## src/rtl/mrt_ram.sv

```systemverilog
`timescale 1ns / 1ps
module mrt_ram #(
   parameter int WIDTH = 8,
   parameter int DEPTH = 64
) (
   input  logic                     clock,
   input  logic                     we,
   input  logic [$clog2(DEPTH)-1:0] waddr,
   input  logic [WIDTH-1:0]         wdata,
   input  logic [$clog2(DEPTH)-1:0] raddr,
   output logic [WIDTH-1:0]         rdata
);
   logic [WIDTH-1:0] mem [DEPTH];
   logic [WIDTH-1:0] rdata_ff;

   always_ff @(posedge clock) begin
      if (we) begin
         mem[waddr] <= wdata;
      end
      rdata_ff <= mem[raddr];
   end

   assign rdata = rdata_ff;
endmodule

```

## config.mk

```make
export PLATFORM = sky130hd
export DESIGN_NAME = mrt_ram
export DESIGN_NICKNAME = d
export VERILOG_FILES = /design/src/rtl/mrt_ram.sv
export SDC_FILE = /design/constraint.sdc
export NUM_CORES = 1
export LEC_CHECK = 0
export BUFFER_PORTS_ARGS = -buffer_cell sky130_fd_sc_hd__buf_2
export CORE_MARGIN = 2
export CORE_UTILIZATION = 60
export DETAILED_ROUTE_END_ITERATION = 16
export MAX_ROUTING_LAYER = met4
export PLACE_DENSITY = 0.78
export SLEW_MARGIN = 20
export SYNTH_ARGS = -nofsm -noshare
export SYNTH_HDL_FRONTEND = slang
export SYNTH_SLANG_ARGS = --single-unit
```

## constraint.sdc

```tcl
create_clock -name clock -period 4.6 [get_ports clock]
set_input_delay 1.38 -clock clock [delete_from_list [all_inputs] [get_ports clock]]
set_output_delay 1.38 -clock clock [all_outputs]
set_load 0.01 [all_outputs]
```

# Word-level counts from Yosys, hierarchy flattened
# Memories as Yosys holds them, arrays and structs flattened. A register that Yosys moved wholly into a read port is not among the register bits.
# Cells that the tools add are included.
# classes
muxes	2
# op_table
operator	count
1-bit two-way mux	2
# word_totals
in_bits	22
memories	1
output_inout_bits	8
mem_bits_rw	512
ff_bits	0
wordCells	3
# memory_table
memory	words	width	rd	rd_ports_with_merged_regs	wr	line	rtl
mem	64	8	1	1	1	13	logic [WIDTH-1:0] mem [DEPTH];

# Logic depth before layout (Yosys ltp)
# depth
ltp_word	2
depth_mapped	9

# Worst setup path before layout
# OpenSTA, ideal clock, no wires.
# synth_timing
kind	input to register
startpoint	input raddr[1]
endpoint	register rdata_ff[3], in the netlist rdata[3] (read register of mem)
path_buffers	3
t_arrival_ps	2920
slack_ps	1552
setup_time_ps	128
cell_stages	7
cell_sequence	buf_4 > buf_2 > buf_2 > mux4_2 > mux4_2 > o21ai_1 > o41ai_1
# synth_lines
element	line	rtl
start: declaration	10	input logic [$clog2(DEPTH)-1:0] raddr,
end: declaration	14	logic [WIDTH-1:0] rdata_ff;

==> results.py <==
metrics = {
    "layout": {
        "final-seq-area_mm2": 0.01553,
        "layout-drive-gt1-share": 0.2560,
        "multi_input_area_mm2": 0.004315,
        "fin_cells": 1486,
        "nFillCells": 1981,
        "syn2layout_area_growth_pct": 11.22,
        "final_nets": 1016,
    },
    "drt": {
        "wl_per_cell_um": 29.72,
        "ant_nets": 0,
        "via_per_inst": 6.604,
        "drc": 0,
        "first_iter_violations": 1157,
        "wl_um": 44160,
        "dr_total_vias": 9814,
        "first_pass_iters": 7,
    },
    "pwr": {
        "total_leakage_power_nw": 7.011,
        "power.switching_mw": 1.996,
        "peakVddDrop_uv": 304.0,
        "intPower_mw": 7.803,
        "pwr-share-seq": 0.537,
        "power_frac_comb": 0.048,
        "p_clk_frac": 0.415,
        "switching_share": 0.2037,
        "power.density_mw_per_mm2": 436.9,
    },
    "timing": {
        "worst_slew_pin_slew_ns": 1.047,
        "final.period_utilization": 0.7113,
        "slew_viol_final": 0,
        "fin_skew_ns": 0.01910,
        "hold_viol": 0,
        "setup_viol": 0,
        "setup-tns-final_ns": 0,
        "fmax_ghz": 0.3056,
        "fin_crit_ns": 3.272,
        "layout_setup_ws_ns": 1.328,
        "rsz0062_at_grt": "no",
        "relSlewSlack": 0.2991,
    },
    "global_route": {
        "antenna_found_initial": 3,
        "grt_usage": 0.2659,
        "overflow": 0,
        "grt_start_max_net_pins": 65,
        "grt_pass1_wl_um": 65220,
        "grt_pass1_vias": 9993,
    },
    "clock_tree": {
        "worstSkewPairLatency_ns": 0.57,
        "cts_made_buffers": 50,
        "cts_root_buf": "clkbuf_16",
        "clock_sinks": 520,
        "htree_levels": 2,
        "cts_tree": "built",
        "cts-resized-gates": 0,
        "cts.clk_slew.worst_paths_ns": 0.06,
        "hold_buffers": 0,
        "cts_buffer_depth": 3,
        "cts_setup_buffers": 0,
    },
    "placed_design": {
        "place_ws_ns": 0.7488,
        "routabilityCongestion": 0.8214,
        "dp.cells": 1390,
        "io_buffers": 29,
        "hpwl_um": 25550,
    },
    "synthesis": {
        "syn_avg_cell_area_um2": 21.45,
        "netlist.area_leader.share": 0.7624,
        "synth_edf_count": 512,
        "ys_ff_latch": 520,
        "synth_area_leaders": "edfxtp_1 (76%), mux4_2 (14%), nor2_1 (1.5%), mux2i_1 (1.1%), dfxtp_1 (0.79%)",
        "syn_area_mm2": 0.02017,
        "post-synth-top-count-cell": "edfxtp_1",
        "synthFlopType": "edfxtp_1",
        "syn-num-nets": 962,
        "synth_cells": 940,
        "async_flop_share": 0,
        "ys_seq_area_frac": 0.7703,
        "netlist_top_cells_count": "edfxtp_1 (512), mux4_2 (126), nor2_1 (83)",
        "synth_top_cell_by_area": "edfxtp_1",
        "synth.distinct_cells": 40,
        "synth_warnings": 0,
    },
    "die": {
        "placementRows": 67,
        "initial_core_util": 0.6060,
        "io_pins": 30,
        "die_h_um": 187.3,
        "die_x_um": 187.3,
        "die-area_mm2": 0.03509,
        "core_mm2": 0.03328,
    },
    "worst_setup_path": {
        "regToRegSetupSlack_ns": 2.51,
        "arrival_ns": 3.71,
        "critical_path.endpoint_type": "flip-flop",
        "worstReg2RegStart": "mem[29][4]",
        "r2r_cells": 5,
        "start_kind": "primary input",
        "worst_r2r_endpoint": "rdata[4]",
        "crit_required_ns": 5.03,
        "path_max_fanout": 33,
        "critPathKind": "in2reg",
    },
    "run_status": {
        "status": "finished clean",
    },
    "min_path": {
        "min_from": "mem[30][4]",
        "whs_path_depth": 3,
        "worstHoldEndpoint": "rdata[4]",
        "min_path_type": "reg2reg",
    },
    "job": {
        "drv_cap": 0,
    },
}
==> cell type report <==
class | instances | area share
clock inverter | 21 | 0.008981
antenna | 3 | 0.0003347
multi-input combinational | 369 | 0.1924
timing repair buffer | 53 | 0.01701
tap | 448 | 0.02499
sequential | 520 | 0.6926
clock buffer | 72 | 0.06365
==> layer usage <==
layer	track usage	share of wire	vias to the layer above
met5	-	0	-
met1	0.3649	0.38	5097
li1	-	-	4037
met3	0.05441	0.10	82
met4	0.08089	0.024	0
met2	0.4115	0.50	598
==> registers in the layout, indices dropped and copies added (netlist names) <==
| register | count |
|---|---|
| mem | 512 |
| rdata | 8 |
==> cells by family after synthesis <==
group,synth area share
mux,0.1594
compound gates,0.02072
flops,0.7703
buf+inv,0.01570
simple gates,0.03387
==> placed cells by master (no fill, tap or decap), types with 10 or more instances in the layout <==
cell,Yosys,routed
mux2i_1,23,23
nand2_1,19,19
nor2_1,83,83
clkbuf_1,17,16
mux4_2,126,126
buf_4,13,31
mux2_2,13,13
clkinv_2,0,10
buf_2,11,19
nand3_1,13,13
nor2b_1,14,14
edfxtp_1,512,512
clkbuf_16,0,53
==> power groups by stage <==
stage	clock [mW]	combinational (mW)	sequential, mW
5_1_grt	4.27	0.502	5.26
6_report	4.06	0.474	5.26
3_3_place_gp	0	0.458	5.36
2_1_floorplan	0	0.279	5.36
3_5_place_dp	0	0.469	5.36
4_1_cts	4.10	0.473	5.26
==> per-stage QoR <==
step,hold WS (ns),power [mW],area (µm²),util
after floorplan,0.7183,5.636,20170,-
after global placement,0.7960,5.820,20770,0.6242
after detailed placement,0.8127,5.832,20770,0.6242
after CTS,0.8426,9.841,22400,0.6732
after global routing,0.9031,10.04,22430,0.6739
final,0.8299,9.800,22430,0.6739
==> how the worst max path moves through the flow <==
stage,cells past startpoint,end,startpoint,slack [ns]
after floorplan,7,rdata[3],raddr[1],1.55
after global placement,6,rdata[0],raddr[0],0.80
after detailed placement,7,rdata[4],raddr[0],0.75
after CTS,7,rdata[4],raddr[0],1.32
after global routing,7,rdata[4],raddr[0],1.23
final,7,rdata[4],raddr[0],1.33
==> worst max-delay path, stage by stage <==
cell and delay, ns:
clkbuf_8 0.31, buf_12 0.31, mux4_2 0.56, mux2_2 0.28, o221a_2 0.28, nor3_1 0.39, o32ai_1 0.14
Power figures use the tool's default switching activity.
